## config.mk

```make
export PLATFORM = sky130hd
export DESIGN_NAME = usb_bulk_only_transport_fsm
export DESIGN_NICKNAME = d
export VERILOG_FILES = /design/src/rtl/core/usbbot_pkg.sv /design/src/rtl/core/usb_bulk_only_transport_fsm.sv /design/src/rtl/core/usbbot_in_stage.sv /design/src/rtl/core/usbbot_seq.sv /design/src/rtl/core/usbbot_res_buf.sv
export SDC_FILE = /design/constraint.sdc
export NUM_CORES = 1
export LEC_CHECK = 0
export BUFFER_PORTS_ARGS = -buffer_cell sky130_fd_sc_hd__buf_2
export CAP_MARGIN = 40
export CORE_MARGIN = 4
export CORE_UTILIZATION = 55
export CTS_CLUSTER_DIAMETER = 150
export CTS_CLUSTER_SIZE = 24
export DETAILED_ROUTE_END_ITERATION = 8
export PLACE_DENSITY_LB_ADDON = 0.05
export SLEW_MARGIN = 0
export SYNTH_ARGS = -nofsm -noshare
export SYNTH_HDL_FRONTEND = slang
export SYNTH_SLANG_ARGS = --single-unit
```

## constraint.sdc

```tcl
create_clock -name clk -period 3.8 [get_ports clk]
set_input_delay 0.76 -clock clk [delete_from_list [all_inputs] [get_ports clk]]
set_output_delay 0.76 -clock clk [all_outputs]
set_load 0.02 [all_outputs]
```

## src/rtl/core/usbbot_pkg.sv

```systemverilog
package usbbot_pkg;

  // CBW signature "USBC", little-endian on the wire.
  localparam logic [31:0] CBW_MAGIC = 32'h4342_5355;

  localparam int RESPONSE_BYTES_DEF = 4096;

  localparam logic [3:0] IN_EP_RESET  = 4'd1;
  localparam logic [3:0] OUT_EP_RESET = 4'd2;

  typedef enum logic [1:0] {
    OP_OUT_PKT   = 2'd0,
    OP_IN_DONE   = 2'd1,
    OP_SCSI      = 2'd2,
    OP_BUS_RESET = 2'd3
  } op_t;

  typedef enum logic [1:0] {
    SCSI_OK        = 2'd0,
    SCSI_CONTINUE  = 2'd1,
    SCSI_NOT_READY = 2'd2,
    SCSI_OTHER_ERR = 2'd3
  } scsi_res_t;

  typedef enum logic [1:0] {
    ACT_NONE    = 2'd0,
    ACT_IN_DATA = 2'd1,
    ACT_ARM_OUT = 2'd2,
    ACT_CSW     = 2'd3
  } act_t;

  typedef enum logic [2:0] {
    PH_READY          = 3'd0,
    PH_GOT_CMD        = 3'd1,
    PH_WAIT_IN_READY  = 3'd2,
    PH_WAIT_IN_DONE   = 3'd3,
    PH_WAIT_OUT       = 3'd4,
    PH_WAIT_OUT_PROC  = 3'd5,
    PH_TRIGGER_STATUS = 3'd6,
    PH_WAIT_STATUS    = 3'd7
  } phase_t;

  typedef enum logic {
    REG_IN_EP  = 1'b0,
    REG_OUT_EP = 1'b1
  } cfg_reg_t;

  typedef struct packed {
    op_t         operation;
    logic [31:0] sig_word;
    logic [31:0] cbw_tag;
    logic        dir_in;
    logic        more_out_data;
    logic        in_error;
    scsi_res_t   scsi_result;
    logic [12:0] response_length;
    logic        scsi_attention;
  } in_item_t;

  typedef struct packed {
    act_t        action;
    logic [3:0]  endpoint;
    logic [12:0] data_length;
    logic [31:0] csw_tag;
    logic        csw_failed;
    logic        busy_res;
    logic        last;
  } out_item_t;

  typedef struct packed {
    logic [3:0] in_ep;
    logic [3:0] out_ep;
  } ep_cfg_t;

  // Results of one event: count is 0, 1 or 2, first goes out first.
  typedef struct packed {
    logic [1:0] count;
    out_item_t  first;
    out_item_t  second;
  } res_pair_t;

endpackage

```

## src/rtl/core/usb_bulk_only_transport_fsm.sv

```systemverilog
// Device-side Bulk-Only Transport sequencer for USB mass storage. Each input
// transaction carries one event (bulk OUT packet, bulk IN completion, SCSI
// outcome or bus reset); each event yields zero, one or two output
// transactions (send IN data, arm the OUT endpoint, or send a CSW carrying the
// stored tag and pass/fail status), the final one marked by last. Events are
// taken one per cycle while the result buffer has space: an event is held in
// the input register, and the phase update plus the result decision happen as
// it moves into a two-entry result buffer. Results leave at one per cycle while
// out_ready is high, so a two-result event holds the input side until its
// second result is leaving, and a stalled output holds the input side whenever
// the buffer holds a result. Endpoint numbers must be written through the cfg
// port while the block is idle (not enforced here); they reset to 1 (IN), 2 (OUT).
module usb_bulk_only_transport_fsm #(
  parameter int RESPONSE_BYTES = usbbot_pkg::RESPONSE_BYTES_DEF
) (
  input  logic                  clk,
  input  logic                  rst_n,
  input  logic                  in_valid,
  output logic                  in_ready,
  input  usbbot_pkg::in_item_t  in_data,
  output logic                  out_valid,
  input  logic                  out_ready,
  output usbbot_pkg::out_item_t out_data,
  input  logic                  cfg_we,
  input  usbbot_pkg::cfg_reg_t  cfg_index,
  input  logic [3:0]            cfg_wdata
);

  // Endpoint configuration registers.
  logic [3:0]            in_ep_r, in_ep_nxt;
  logic [3:0]            out_ep_r, out_ep_nxt;
  usbbot_pkg::ep_cfg_t   ep_cfg;

  logic                  item_valid;
  usbbot_pkg::in_item_t  item;
  logic                  commit;
  logic                  space;
  usbbot_pkg::res_pair_t pair;

  always_comb begin
    in_ep_nxt  = in_ep_r;
    out_ep_nxt = out_ep_r;
    if (cfg_we) begin
      unique case (cfg_index)
        usbbot_pkg::REG_IN_EP:  in_ep_nxt  = cfg_wdata;
        usbbot_pkg::REG_OUT_EP: out_ep_nxt = cfg_wdata;
        default:                in_ep_nxt  = in_ep_r;
      endcase
    end
  end

  always_ff @(posedge clk) begin
    if (!rst_n) begin
      in_ep_r  <= usbbot_pkg::IN_EP_RESET;
      out_ep_r <= usbbot_pkg::OUT_EP_RESET;
    end else begin
      in_ep_r  <= in_ep_nxt;
      out_ep_r <= out_ep_nxt;
    end
  end

  assign ep_cfg.in_ep  = in_ep_r;
  assign ep_cfg.out_ep = out_ep_r;

  // The input register releases its event in the cycle the sequencer commits it.
  usbbot_in_stage u_in_stage (
    .clk        (clk),
    .rst_n      (rst_n),
    .in_valid   (in_valid),
    .in_ready   (in_ready),
    .in_data    (in_data),
    .pop        (commit),
    .item_valid (item_valid),
    .item       (item)
  );

  // The protocol phase and held tag advance only when the event's results
  // can be stored, so no result is ever dropped.
  usbbot_seq #(
    .RESPONSE_BYTES (RESPONSE_BYTES)
  ) u_seq (
    .clk        (clk),
    .rst_n      (rst_n),
    .item_valid (item_valid),
    .item       (item),
    .ep_cfg     (ep_cfg),
    .space      (space),
    .commit     (commit),
    .pair       (pair)
  );

  usbbot_res_buf u_res_buf (
    .clk       (clk),
    .rst_n     (rst_n),
    .load      (commit),
    .pair      (pair),
    .space     (space),
    .out_valid (out_valid),
    .out_ready (out_ready),
    .out_data  (out_data)
  );

endmodule

```

## src/rtl/core/usbbot_in_stage.sv

```systemverilog
module usbbot_in_stage (
  input  logic                clk,
  input  logic                rst_n,
  input  logic                in_valid,
  output logic                in_ready,
  input  usbbot_pkg::in_item_t in_data,
  input  logic                pop,
  output logic                item_valid,
  output usbbot_pkg::in_item_t item
);

  logic                 valid_r;
  logic                 valid_nxt;
  usbbot_pkg::in_item_t item_r;

  assign in_ready   = !valid_r || pop;
  assign item_valid = valid_r;
  assign item       = item_r;

  assign valid_nxt = (in_valid && in_ready) ? 1'b1 : (pop ? 1'b0 : valid_r);

  always_ff @(posedge clk) begin
    if (!rst_n) begin
      valid_r <= 1'b0;
    end else begin
      valid_r <= valid_nxt;
    end
  end

  always_ff @(posedge clk) begin
    if (in_valid && in_ready) begin
      item_r <= in_data;
    end
  end

endmodule

```

## src/rtl/core/usbbot_seq.sv

```systemverilog
module usbbot_seq #(
  parameter int RESPONSE_BYTES = usbbot_pkg::RESPONSE_BYTES_DEF
) (
  input  logic                 clk,
  input  logic                 rst_n,
  input  logic                 item_valid,
  input  usbbot_pkg::in_item_t item,
  input  usbbot_pkg::ep_cfg_t  ep_cfg,
  input  logic                 space,
  output logic                 commit,
  output usbbot_pkg::res_pair_t pair
);

  localparam int          LEN_CAP_INT = (RESPONSE_BYTES > 8191) ? 8191 : RESPONSE_BYTES;
  localparam logic [12:0] LEN_CAP     = 13'(LEN_CAP_INT);

  usbbot_pkg::phase_t phase_r, phase_nxt;
  logic [31:0]        held_tag_r, held_tag_nxt;
  usbbot_pkg::act_t   act0, act1;
  logic [1:0]         res_n;
  logic               sig_ok;
  logic [12:0]        len_sat;
  logic               busy;

  assign commit  = item_valid && space;
  assign sig_ok  = (item.sig_word == usbbot_pkg::CBW_MAGIC);
  assign len_sat = (item.response_length > LEN_CAP) ? LEN_CAP : item.response_length;

  // Next phase and held tag.
  always_comb begin
    phase_nxt    = phase_r;
    held_tag_nxt = held_tag_r;
    unique case (item.operation)
      usbbot_pkg::OP_OUT_PKT: begin
        unique case (phase_r)
          usbbot_pkg::PH_READY: begin
            if (sig_ok) begin
              held_tag_nxt = item.cbw_tag;
              if (item.dir_in) begin
                phase_nxt = usbbot_pkg::PH_WAIT_IN_READY;
              end else if (item.more_out_data) begin
                phase_nxt = usbbot_pkg::PH_WAIT_OUT;
              end else begin
                phase_nxt = usbbot_pkg::PH_WAIT_STATUS;
              end
            end
          end
          usbbot_pkg::PH_WAIT_OUT:       phase_nxt = usbbot_pkg::PH_WAIT_OUT_PROC;
          usbbot_pkg::PH_TRIGGER_STATUS: phase_nxt = usbbot_pkg::PH_WAIT_STATUS;
          default:                       phase_nxt = phase_r;
        endcase
      end
      usbbot_pkg::OP_IN_DONE: begin
        if (item.in_error) begin
          phase_nxt = usbbot_pkg::PH_READY;
        end else begin
          unique case (phase_r)
            usbbot_pkg::PH_TRIGGER_STATUS: phase_nxt = usbbot_pkg::PH_WAIT_STATUS;
            usbbot_pkg::PH_WAIT_IN_DONE:   phase_nxt = usbbot_pkg::PH_WAIT_IN_READY;
            usbbot_pkg::PH_WAIT_STATUS:    phase_nxt = usbbot_pkg::PH_READY;
            default:                       phase_nxt = phase_r;
          endcase
        end
      end
      usbbot_pkg::OP_SCSI: begin
        unique case (phase_r)
          usbbot_pkg::PH_WAIT_IN_READY: begin
            phase_nxt = (item.scsi_result == usbbot_pkg::SCSI_CONTINUE) ?
                        usbbot_pkg::PH_WAIT_IN_DONE : usbbot_pkg::PH_TRIGGER_STATUS;
          end
          usbbot_pkg::PH_WAIT_OUT_PROC: begin
            unique case (item.scsi_result)
              usbbot_pkg::SCSI_CONTINUE:  phase_nxt = usbbot_pkg::PH_WAIT_OUT;
              usbbot_pkg::SCSI_OTHER_ERR: phase_nxt = usbbot_pkg::PH_TRIGGER_STATUS;
              default:                    phase_nxt = usbbot_pkg::PH_WAIT_STATUS;
            endcase
          end
          default: phase_nxt = phase_r;
        endcase
      end
      default: begin
        phase_nxt    = usbbot_pkg::PH_READY;
        held_tag_nxt = '0;
      end
    endcase
  end

  // Actions caused by the event, in the order they go out.
  always_comb begin
    res_n = 2'd0;
    act0  = usbbot_pkg::ACT_NONE;
    act1  = usbbot_pkg::ACT_NONE;
    unique case (item.operation)
      usbbot_pkg::OP_OUT_PKT: begin
        unique case (phase_r)
          usbbot_pkg::PH_READY: begin
            if (sig_ok) begin
              if (item.dir_in || item.more_out_data) begin
                res_n = 2'd1;
                act0  = usbbot_pkg::ACT_ARM_OUT;
              end else begin
                res_n = 2'd2;
                act0  = usbbot_pkg::ACT_CSW;
                act1  = usbbot_pkg::ACT_ARM_OUT;
              end
            end
          end
          usbbot_pkg::PH_WAIT_OUT: res_n = 2'd0;
          usbbot_pkg::PH_TRIGGER_STATUS: begin
            res_n = 2'd2;
            act0  = usbbot_pkg::ACT_CSW;
            act1  = usbbot_pkg::ACT_ARM_OUT;
          end
          default: begin
            res_n = 2'd1;
            act0  = usbbot_pkg::ACT_ARM_OUT;
          end
        endcase
      end
      usbbot_pkg::OP_IN_DONE: begin
        if (!item.in_error && phase_r == usbbot_pkg::PH_TRIGGER_STATUS) begin
          res_n = 2'd1;
          act0  = usbbot_pkg::ACT_CSW;
        end
      end
      usbbot_pkg::OP_SCSI: begin
        if (item.scsi_result != usbbot_pkg::SCSI_OTHER_ERR) begin
          if (phase_r == usbbot_pkg::PH_WAIT_IN_READY) begin
            res_n = 2'd1;
            act0  = usbbot_pkg::ACT_IN_DATA;
          end else if (phase_r == usbbot_pkg::PH_WAIT_OUT_PROC) begin
            act0 = usbbot_pkg::ACT_ARM_OUT;
            if (item.scsi_result == usbbot_pkg::SCSI_CONTINUE) begin
              res_n = 2'd1;
            end else begin
              res_n = 2'd2;
              act1  = usbbot_pkg::ACT_CSW;
            end
          end
        end
      end
      default: res_n = 2'd0;
    endcase
  end

  assign busy = (phase_nxt != usbbot_pkg::PH_READY);

  function automatic usbbot_pkg::out_item_t make_res(usbbot_pkg::act_t act, logic lst);
    usbbot_pkg::out_item_t r;
    r.action      = act;
    r.endpoint    = (act == usbbot_pkg::ACT_ARM_OUT) ? ep_cfg.out_ep : ep_cfg.in_ep;
    r.data_length = (act == usbbot_pkg::ACT_IN_DATA) ? len_sat : 13'd0;
    r.csw_tag     = (act == usbbot_pkg::ACT_CSW) ? held_tag_nxt : 32'd0;
    r.csw_failed  = (act == usbbot_pkg::ACT_CSW) ? item.scsi_attention : 1'b0;
    r.busy_res    = busy;
    r.last        = lst;
    return r;
  endfunction

  always_comb begin
    pair.count  = res_n;
    pair.first  = make_res(act0, (res_n == 2'd1));
    pair.second = make_res(act1, 1'b1);
  end

  always_ff @(posedge clk) begin
    if (!rst_n) begin
      phase_r    <= usbbot_pkg::PH_READY;
      held_tag_r <= '0;
    end else if (commit) begin
      phase_r    <= phase_nxt;
      held_tag_r <= held_tag_nxt;
    end
  end

`ifndef SYNTHESIS
  a_bus_reset_clears: assert property (@(posedge clk) disable iff (!rst_n)
    commit && item.operation == usbbot_pkg::OP_BUS_RESET
    |=> phase_r == usbbot_pkg::PH_READY && held_tag_r == 32'd0)
    else $error("bus reset did not return the sequencer to ready");
  a_no_got_cmd: assert property (@(posedge clk) disable iff (!rst_n)
    phase_r != usbbot_pkg::PH_GOT_CMD)
    else $error("sequencer entered the unused got-command phase");
  a_pair_order: assert property (@(posedge clk) disable iff (!rst_n)
    commit && pair.count == 2'd2 |-> !pair.first.last && pair.second.last)
    else $error("two-result event has wrong last marks");
`endif

endmodule

```

## src/rtl/core/usbbot_res_buf.sv

```systemverilog
module usbbot_res_buf (
  input  logic                  clk,
  input  logic                  rst_n,
  input  logic                  load,
  input  usbbot_pkg::res_pair_t pair,
  output logic                  space,
  output logic                  out_valid,
  input  logic                  out_ready,
  output usbbot_pkg::out_item_t out_data
);

  logic [1:0]            cnt_r, cnt_nxt;
  usbbot_pkg::out_item_t slot_r [2];
  logic                  take;

  assign out_valid = (cnt_r != 2'd0);
  assign out_data  = slot_r[0];
  assign take      = out_valid && out_ready;
  // A new pair may land once the buffer is empty or drains this cycle.
  assign space     = (cnt_r == 2'd0) || (cnt_r == 2'd1 && out_ready);

  always_comb begin
    cnt_nxt = cnt_r;
    if (load) begin
      cnt_nxt = pair.count;
    end else if (take) begin
      cnt_nxt = cnt_r - 2'd1;
    end
  end

  always_ff @(posedge clk) begin
    if (!rst_n) begin
      cnt_r <= 2'd0;
    end else begin
      cnt_r <= cnt_nxt;
    end
  end

  always_ff @(posedge clk) begin
    if (load) begin
      slot_r[0] <= pair.first;
      slot_r[1] <= pair.second;
    end else if (take) begin
      slot_r[0] <= slot_r[1];
    end
  end

`ifndef SYNTHESIS
  a_cnt_range: assert property (@(posedge clk) disable iff (!rst_n)
    cnt_r != 2'd3)
    else $error("result buffer count out of range");
  a_load_space: assert property (@(posedge clk) disable iff (!rst_n)
    load |-> space)
    else $error("results loaded into a full buffer");
  a_last_mark: assert property (@(posedge clk) disable iff (!rst_n)
    cnt_r == 2'd1 |-> slot_r[0].last)
    else $error("final buffered result lacks its last mark");
`endif

endmodule
```

==> results of run 1 <==
[per-stage QoR]
stage               hold slack, ns  power [mW]  instance area (um^2)  instances
floorplan                    0.454        4.34                  9450        679
global placement             0.471        4.79                 10400       1021
detailed placement           0.475        4.84                 10400       1022
CTS                          0.418        6.28                 10800       1044
global route                 0.416        6.50                 10800       1044
finish                       0.437        6.22                 10800       1044
[worst max-delay path by stage]
| stage | from | endpoint | slack (ns) | cells after the start |
|---|---|---|---|---|
| after floorplan | out_ready | u_in_stage.item[0]$_DFFE_PP_ | 0.30 | 3 |
| after global placement | u_in_stage.item[83]$_DFFE_PP_ | u_res_buf.slot_r[0][7]$_DFFE_PP_ | 1.11 | 7 |
| after detailed placement | u_in_stage.item[83]$_DFFE_PP_ | u_res_buf.slot_r[0][5]$_DFFE_PP_ | 1.02 | 7 |
| after CTS | u_in_stage.item[83]$_DFFE_PP_ | u_res_buf.slot_r[0][5]$_DFFE_PP_ | 0.97 | 7 |
| after global routing | u_in_stage.item[83]$_DFFE_PP_ | u_res_buf.slot_r[0][5]$_DFFE_PP_ | 0.77 | 7 |
| final | u_in_stage.item[83]$_DFFE_PP_ | u_res_buf.slot_r[0][5]$_DFFE_PP_ | 0.98 | 7 |
[worst max-delay path, cell delays in order (launching register included)]
cell	delay (ns)
edfxtp_1	0.39
inv_1	0.07
ha_1	0.28
nor2b_1	0.20
a31o_2	0.26
a221oi_1	0.66
or2_4	0.50
o21ai_0	0.17
[report_power, final]
| group | internal, mW | leakage, nW | switching [mW] |
|---|---|---|---|
| clock network | 0.671 | 0.180 | 0.773 |
| logic | 0.375 | 1.60 | 0.883 |
| registers | 3.35 | 2.23 | 0.164 |
| total | 4.40 | 4.01 | 1.82 |
[cell type report]
type	instances	area, um^2	area share [%]
Clock buffer	21	365	3.38
Clock inverter	1	8.76	0.0810
Inverter	16	60.1	0.556
Multi-Input combinational cell	389	2570	23.8
Sequential cell	238	6690	61.9
Tap cell	220	275	2.55
Timing Repair Buffer	159	843	7.80
[registers in the layout, indices dropped and copies added, names as in the netlist]
name and count:
u_res_buf.slot_r 107, u_in_stage.item 85, u_seq.held_tag_r 32, in_ep_r 4, out_ep_r 4, u_seq.phase_r 3, u_res_buf.cnt_r 2, u_in_stage.item_valid 1
[per-layer routing]
layer | routed length [um] | GRT usage (%) | share of wire (%)
met1 | 8010 | 25.8 | 43
met2 | 9280 | 32.8 | 49
met3 | 1130 | 3.03 | 6.0
met4 | 411 | 5.10 | 2.2
met5 | 0 | 0 | 0
[logic make-up after synthesis]
kind of cell	synth area share (%)
flops	71.1
compound gates	15.1
simple gates	9.50
buf+inv	2.41
mux	1.02
fa+ha+maj	0.798
other cells	0.0399
[synthesized netlist by cell type (2+ instances only)]
| cell type | number |
|---|---|
| a22o_1 | 76 |
| or2_2 | 2 |
| buf_2 | 6 |
| nor4_4 | 3 |
| a21oi_1 | 44 |
| nand2b_1 | 5 |
| and2_1 | 3 |
| mux2i_1 | 4 |
| a41oi_1 | 4 |
| and4bb_2 | 2 |
| nand4_4 | 2 |
| buf_6 | 3 |
| clkbuf_1 | 25 |
| ha_1 | 6 |
| nor4_1 | 5 |
| nand2_1 | 59 |
| a21boi_0 | 4 |
| a22oi_1 | 2 |
| a211oi_1 | 3 |
| o31ai_1 | 2 |
| nor2b_1 | 10 |
| o21ai_0 | 16 |
| nor4b_4 | 3 |
| a221oi_1 | 2 |
| mux2_2 | 5 |
| o21ai_1 | 30 |
| inv_1 | 15 |
| nor2_1 | 47 |
| and4b_1 | 2 |
| nand3_1 | 7 |
| a31oi_1 | 2 |
| nor3_1 | 4 |
| edfxtp_1 | 192 |
| o211a_1 | 2 |
| dfxtp_1 | 46 |
==> flow_metrics.tcl, run 1 <==
set metrics [dict create \
    hold_end "u_in_stage.item[81]$_DFFE_PP_" \
    start_util_pct 56.5 \
    max_freq_mhz 355 \
    max-vdd-ir-drop_mv 0.423 \
    p_leak_nw 4.01 \
    r2r-end "u_res_buf.slot_r[0][5]$_DFFE_PP_" \
    drtPass1Iterations 5 \
    layout_common_cells "192 x edfxtp_1, 150 x buf_2, 76 x a22o_1" \
    drtIter0Drc 450 \
    fillers 1260 \
    core-area_um2 16600 \
    async_reset_ff_share_pct 0 \
    synth_edf_count 192 \
    worst_slew_pin_slew_ns 0.906 \
    synth_area_leaders "edfxtp_1 61%, dfxtp_1 9.8%, a22o_1 7.1%" \
    synth.top_cell.area_share_pct 61.3 \
    wl_per_cell_um 18.0 \
    start_kind "flop" \
    numCtsBuffers 13 \
    drc 0 \
    hpwl_um 12700 \
    root_buffer "clkbuf_16" \
    fin_util_pct 64.9 \
    die_area_um2 19200 \
    final.setup.tns_ns 0 \
    antenna_found_initial 0 \
    fin_skew_ns 0.0252 \
    synth_cell_types 59 \
    cp-end-kind "flop" \
    hold_violations 0 \
    postSynthAreaPerCell_um2 14.1 \
    synth_cells 667 \
    r2r_slack_ns 0.98 \
    crit_required_ns 4.01 \
    synth-main-ff-cell "edfxtp_1" \
    grt_max_degree 47 \
    grt_pass1_wl_um 30100 \
    post_cts_buffers 0 \
    max-clock-path-buffers 3 \
    rsz0062_at_grt "false" \
    post-place-ws_ns 1.02 \
    setup_viol 0 \
    die_w_um 139 \
    status "complete, no violations" \
    gp_congestion 0.850 \
    cts.sinks 238 \
    grt_overflow 0 \
    worstRegToRegCells 7 \
    ctsHoldBuffers 0 \
    ctsHtreeMaxLevel 1 \
    avgViaCountPerCell 5.66 \
    ant_nets 0 \
    clkLatencyLatePin_ns 0.49 \
    wirelength_um 18800 \
    min_path_type "in -> reg" \
    finalCriticalPeriod_ns 2.82 \
    drive_gt1_share_pct 25.1 \
    die_h_um 139 \
    final_common_cell "edfxtp_1" \
    report.final.slew_viol_count 0 \
    yosysSeqAreaShare_pct 71.1 \
    drv_cap 0 \
    nNetsFinal 918 \
    whs_path_depth 1 \
    p_per_area_nw_per_um2 575 \
    fp-row-count 47 \
    track_usage_pct 19.1 \
    syn-cell-area_um2 9400 \
    setup_ws_ns 0.979 \
    cp_max_fo 33 \
    io_pins 151 \
    antenna_cells 0 \
    slew_headroom_pct 39.4 \
    ys_seq_elements 238 \
    hold_start "in_data[81]" \
    path_class "reg -> reg" \
    ys.warnings.count 0 \
    critPathArrivalTime_ns 3.03 \
    vias 5910 \
    min_period_over_period_pct 74.2 \
    grt_pass1_vias 5862 \
    tritoncts "yes" \
    portBuffers 150 \
    cts_resized 0 \
    synth_top_cell_by_area "edfxtp_1" \
    regToRegStartpoint "u_in_stage.item[83]$_DFFE_PP_" \
    area_delta_synth_final_pct 15.0 \
    clk_pin_slew_worst_paths_ns 0.09 \
]
No activity file was read; power rests on OpenSTA's default activity.
==> run 2: changes to the inputs <==
==> constraint.sdc (replaced) <==
create_clock -name clk -period 2.7 [get_ports clk]
set_input_delay 0.54 -clock clk [delete_from_list [all_inputs] [get_ports clk]]
set_output_delay 0.54 -clock clk [all_outputs]
set_load 0.02 [all_outputs]
==> run 2 against run 1 <==
Against the previous run:
- cell count grew 1.4%
- non-clock buffer count grew 15
- utilization is 0.79 points higher
- fmax grew 11%
- critical path type unchanged
==> flow_metrics.tcl, run 2 (same netlist as run 1, synthesis figures left out) <==
set metrics [dict create \
    drive_gt1_share_pct 26.5 \
    r2r_slack_ns 0.15 \
    cp-end-kind "flop" \
    max-clock-path-buffers 3 \
    switching_share_pct 29.3 \
    intPower_mw 6.22 \
    rsz0062_at_grt "false" \
    regToRegStartpoint "u_in_stage.item[83]$_DFFE_PP_" \
    track_usage_pct 18.9 \
    worst_slew_pin_slew_ns 0.843 \
    max-vdd-ir-drop_mv 0.647 \
    ctsHtreeMaxLevel 1 \
    max_freq_mhz 392 \
    layout_common_cells "192 x edfxtp_1, 150 x buf_2, 76 x a22o_1" \
    ctsHoldBuffers 0 \
    drc 0 \
    area_delta_synth_final_pct 16.4 \
    multi_input_comb_area_um2 2570 \
    cpMaxStageDelayCell "a221oi_1" \
    crit_start "u_in_stage.item[83]$_DFFE_PP_" \
    hold_start "in_data[49]" \
    wirelength_um 18900 \
    report.final.slew_viol_count 0 \
    p_per_area_nw_per_um2 804 \
    critPathArrivalTime_ns 2.78 \
    die_w_um 139 \
    finalCriticalPeriod_ns 2.55 \
    cp_cell_sequence "inv_1 > ha_1 > nor2b_1 > a31o_2 > a221oi_1 > buf_4 > or2_4 > o21ai_0" \
    wl_per_cell_um 17.9 \
    fillers 1276 \
    setup_viol 0 \
    cts.sinks 238 \
    final.setup.tns_ns 0 \
    switchingPower_mw 2.57 \
    status "complete, no violations" \
    die_area_um2 19200 \
    clkPwrFrac_pct 23.2 \
    drv_cap 0 \
    fp-row-count 47 \
    share_comb_of_total_power_pct 20.6 \
    p_leak_nw 4.09 \
    grt_pass1_vias 5868 \
    min_period_over_period_pct 94.5 \
    grt_pass1_wl_um 29900 \
    io_pins 151 \
    antenna_cells 0 \
    start_kind "flop" \
    final_design_area_no_fill_um2 10900 \
    antenna_found_initial 0 \
    regArea_um2 6690 \
    grt_max_degree 40 \
    die_h_um 139 \
    cpPeakStageDelay_ns 0.39 \
    cp_max_fo 33 \
    min_path_type "in -> reg" \
    pwr-share-seq_pct 56.1 \
    numCtsBuffers 13 \
    clkLatencyLatePin_ns 0.48 \
    final_common_cell "edfxtp_1" \
    nNetsFinal 933 \
    grt_overflow 0 \
    fin_skew_ns 0.0181 \
    avgViaCountPerCell 5.59 \
    hpwl_um 12800 \
    drtPass1Iterations 5 \
    dpl_cell_area_um2 10600 \
    crit_required_ns 2.92 \
    clk_pin_slew_worst_paths_ns 0.09 \
    hold_violations 0 \
    drtIter0Drc 495 \
    regMostFlops "u_res_buf.slot_r" \
    start_util_pct 56.5 \
    slew_headroom_pct 43.7 \
    path_class "reg -> reg" \
    gp_congestion 0.904 \
    root_buffer "clkbuf_16" \
    core-area_um2 16600 \
    largest_reg_flops 107 \
    tritoncts "yes" \
    ant_nets 0 \
    portBuffers 150 \
    vias 5915 \
]
## run 2: cell types whose count changed in the layout (fill, tap and decap cells not counted)
cell | previous run | this run
buf_12 | 2 | 3
buf_4 | 7 | 21
clkinv_2 | 0 | 1
inv_2 | 2 | 1
nor2_2 | 1 | 0
nor2_4 | 0 | 1
## run 2: what timing repair did
item | 4_1_cts | 5_1_grt
endpoints found under the hold margin | 0 | 0
gates resized for setup | 0 | 1
endpoints found under the setup margin | 0 | 2
setup buffers | 0 | 0
## run 2: worst paths after layout
path,to,cells after the start
hold / removal,u_in_stage.item[49]$_DFFE_PP_,1
setup / recovery,u_res_buf.slot_r[0][3]$_DFFE_PP_,8
hold reg to reg,u_seq.held_tag_r[24]$_SDFFE_PN0P_,1
setup reg to reg,u_res_buf.slot_r[0][3]$_DFFE_PP_,8
## run 2: layer usage
| metal | GRT usage [%] | wire length, um |
|---|---|---|
| met5 | 0 | 0 |
| met1 | 24.9 | 8040 |
| met3 | 3.45 | 1380 |
| met4 | 3.50 | 227 |
| met2 | 33.5 | 9290 |
## run 2: layout make-up
class / count / share of cell area (%)
Clock inverter: 1 / 0.0801
Inverter: 16 / 0.560
Multi-Input combinational cell: 389 / 23.5
Timing Repair Buffer: 174 / 8.85
Tap cell: 220 / 2.52
Clock buffer: 21 / 3.34
Sequential cell: 238 / 61.1
## run 2: power groups by stage
| stage | clock (mW) | sequential, mW | combinational [mW] |
|---|---|---|---|
| floorplan | 0 | 5.34 | 0.750 |
| global placement | 0 | 5.01 | 1.80 |
| detailed placement | 0 | 5.02 | 1.83 |
| CTS | 2.09 | 4.94 | 1.84 |
| global route | 2.23 | 4.99 | 1.98 |
| finish | 2.04 | 4.93 | 1.82 |
## run 2: critical path, delay by kind of cell (launching register included)
| family | cells | cell delay [ns] |
|---|---|---|
| and+or+nand+nor | 2 | 0.55 |
| DFF | 1 | 0.38 |
| AOI/OAI and AO/OA | 3 | 0.80 |
| adders and majority gates | 1 | 0.28 |
| buffers and inverters | 2 | 0.27 |
## run 2: metrics by stage
step                power (mW)  hold WS, ns  cells  utilization [%]  setup WS, ns
floorplan                 6.09        0.454    679                -         0.126
global placement          6.80        0.468   1037             63.5         0.231
detailed placement        6.85        0.475   1037             63.5         0.171
CTS                       8.86        0.217   1059             65.7         0.173
global route              9.20        0.208   1059             65.7        0.0233
finish                    8.79        0.227   1059             65.7         0.147
==> run 3: changes to the inputs <==
--- a/config.mk
+++ b/config.mk
@@ -8,7 +8,7 @@
 export BUFFER_PORTS_ARGS = -buffer_cell sky130_fd_sc_hd__buf_2
 export CAP_MARGIN = 40
 export CORE_MARGIN = 4
-export CORE_UTILIZATION = 55
+export CORE_UTILIZATION = 51
 export CTS_CLUSTER_DIAMETER = 150
 export CTS_CLUSTER_SIZE = 24
 export DETAILED_ROUTE_END_ITERATION = 8
==> constraint.sdc (replaced) <==
create_clock -name clk -period 2.2 [get_ports clk]
set_input_delay 0.44 -clock clk [delete_from_list [all_inputs] [get_ports clk]]
set_output_delay 0.44 -clock clk [all_outputs]
set_load 0.02 [all_outputs]
==> run 3 against run 2 <==
Against the previous run:
- the flow now finishes with violations (negative setup slack)
- first-iteration DRC count is 4.6% lower
- largest power group unchanged
- worst hold slack worse by 0.089 ns
- highest routed layer unchanged
- die area is 7.4% higher
- register-to-register slack lost 0.22 ns
- cell count increased by 3.9%
- critical endpoint is now u_res_buf.slot_r[0][27]$_DFFE_PP_
- clock power grew 21%
==> flow_metrics.tcl, run 3 (same netlist as run 1, synthesis figures left out) <==
set metrics [dict create \
    critPathArrivalTime_ns 2.60 \
    max_freq_mhz 440 \
    setup_ws_ns -0.0725 \
    max-clock-path-buffers 3 \
    setup_viol 83 \
    die_h_um 144 \
    grt_pass1_vias 6097 \
    slew_headroom_pct 62.2 \
    status "finished with violations" \
    final.setup.tns_ns -3.42 \
    cp-end-kind "flop" \
    grt_max_degree 41 \
    p_per_area_nw_per_um2 936 \
    finalCriticalPeriod_ns 2.27 \
    final_design_area_no_fill_um2 11700 \
    hpwl_um 13500 \
    cts.sinks 238 \
    numCtsBuffers 13 \
    cp_max_fo 10 \
    gp_congestion 0.876 \
    hold_ws_ns 0.139 \
    clk_pin_slew_worst_paths_ns 0.09 \
    grt_pass1_wl_um 31800 \
    largest_reg_flops 107 \
    tritoncts "yes" \
    dpl_cell_area_um2 10800 \
    root_buffer "clkbuf_16" \
    track_usage_pct 19.4 \
    fp-row-count 49 \
    final_common_cell "edfxtp_1" \
    hold_violations 0 \
    ant_nets 0 \
    fillers 1348 \
    antenna_found_initial 0 \
    min_period_over_period_pct 103 \
    vias 6216 \
    p_leak_nw 4.38 \
    crit_required_ns 2.53 \
    area_delta_synth_final_pct 24.6 \
    layout_common_cells "192 x edfxtp_1, 150 x buf_2, 76 x a22o_1" \
    io_pins 151 \
    path_class "reg -> reg" \
    start_kind "flop" \
    core-area_um2 18000 \
    dp.cells 1063 \
    antenna_cells 0 \
    avgViaCountPerCell 5.65 \
    ctsHtreeMaxLevel 1 \
    rsz0062_at_grt "true" \
    wirelength_um 21000 \
    portBuffers 150 \
    die_w_um 144 \
    report.final.slew_viol_count 0 \
    violations "negative setup slack" \
    finalPower_mw 11.0 \
    worst_slew_pin_slew_ns 0.565 \
    final_cells 1100 \
    wl_per_cell_um 19.1 \
    min_path_type "in -> reg" \
    nNetsFinal 966 \
    fin_skew_ns 0.0112 \
    drtPass1Iterations 6 \
    die_area_um2 20700 \
    grt_overflow 0 \
    max-vdd-ir-drop_mv 1.03 \
    clkLatencyLatePin_ns 0.47 \
    drv_cap 0 \
    drtIter0Drc 472 \
    regMostFlops "u_res_buf.slot_r" \
    drc 0 \
    drive_gt1_share_pct 37.0 \
    start_util_pct 52.2 \
]
[run 3: timing repair]
item / CTS / global route
pin swaps: 4 / 16
setup buffers: 6 / 3
setup endpoints to repair: 101 / 124
hold buffers: 0 / 0
gates cloned: 1 / 6
gates resized for setup: 44 / 46
[run 3: layout make-up]
class                   count  area, um^2  area share [%]
repair buffers            207        1430            12.2
clock buffers              21         365            3.12
well taps                 229         287            2.45
multi-input cells         389        2870            24.5
inverters                  16        76.3           0.651
flip-flops and latches    238        6690            57.1
[run 3: report_power, final]
part,internal [mW],total [mW],switching (mW)
logic,0.802,2.42,1.62
clock network,1.15,2.47,1.32
registers,5.78,6.07,0.287
total,7.74,11.0,3.23
[run 3: critical path, stage by stage (launching register included)]
cell and delay [ns]:
edfxtp_1 0.43, inv_1 0.11, ha_2 0.24, buf_4 0.19, nand2_1 0.08, a21boi_2 0.30, o211ai_4 0.14, or2_4 0.32
clkbuf_16 0.18, o21ai_1 0.13
[run 3: routing by layer]
layer  up-vias  track usage, %  part of all wire (%)
li1       2932               -                     -
met1      2989            25.8                    41
met2       253            33.2                    48
met3        42            3.19                   7.2
met4         0            5.95                   2.9
met5         -               0                     0
[run 3: final timing paths]
| kind | slack (ns) | startpoint | end | cells past startpoint |
|---|---|---|---|---|
| setup / recovery | -0.07 | u_in_stage.item[83]$_DFFE_PP_ | u_res_buf.slot_r[0][27]$_DFFE_PP_ | 9 |
| setup reg to reg | -0.07 | u_in_stage.item[83]$_DFFE_PP_ | u_res_buf.slot_r[0][27]$_DFFE_PP_ | 9 |
| hold reg to reg | 0.49 | u_in_stage.item[44]$_DFFE_PP_ | u_seq.held_tag_r[25]$_SDFFE_PN0P_ | 1 |
| hold / removal | 0.14 | in_data[23] | u_in_stage.item[23]$_DFFE_PP_ | 1 |
[run 3: per-stage QoR]
step	utilization [%]	setup slack, ns
after CTS	63.2	-0.0590
after floorplan	-	0.00998
after global placement	59.8	-0.0687
after global routing	65.0	-0.190
after detailed placement	59.9	-0.157
final	65.0	-0.0725
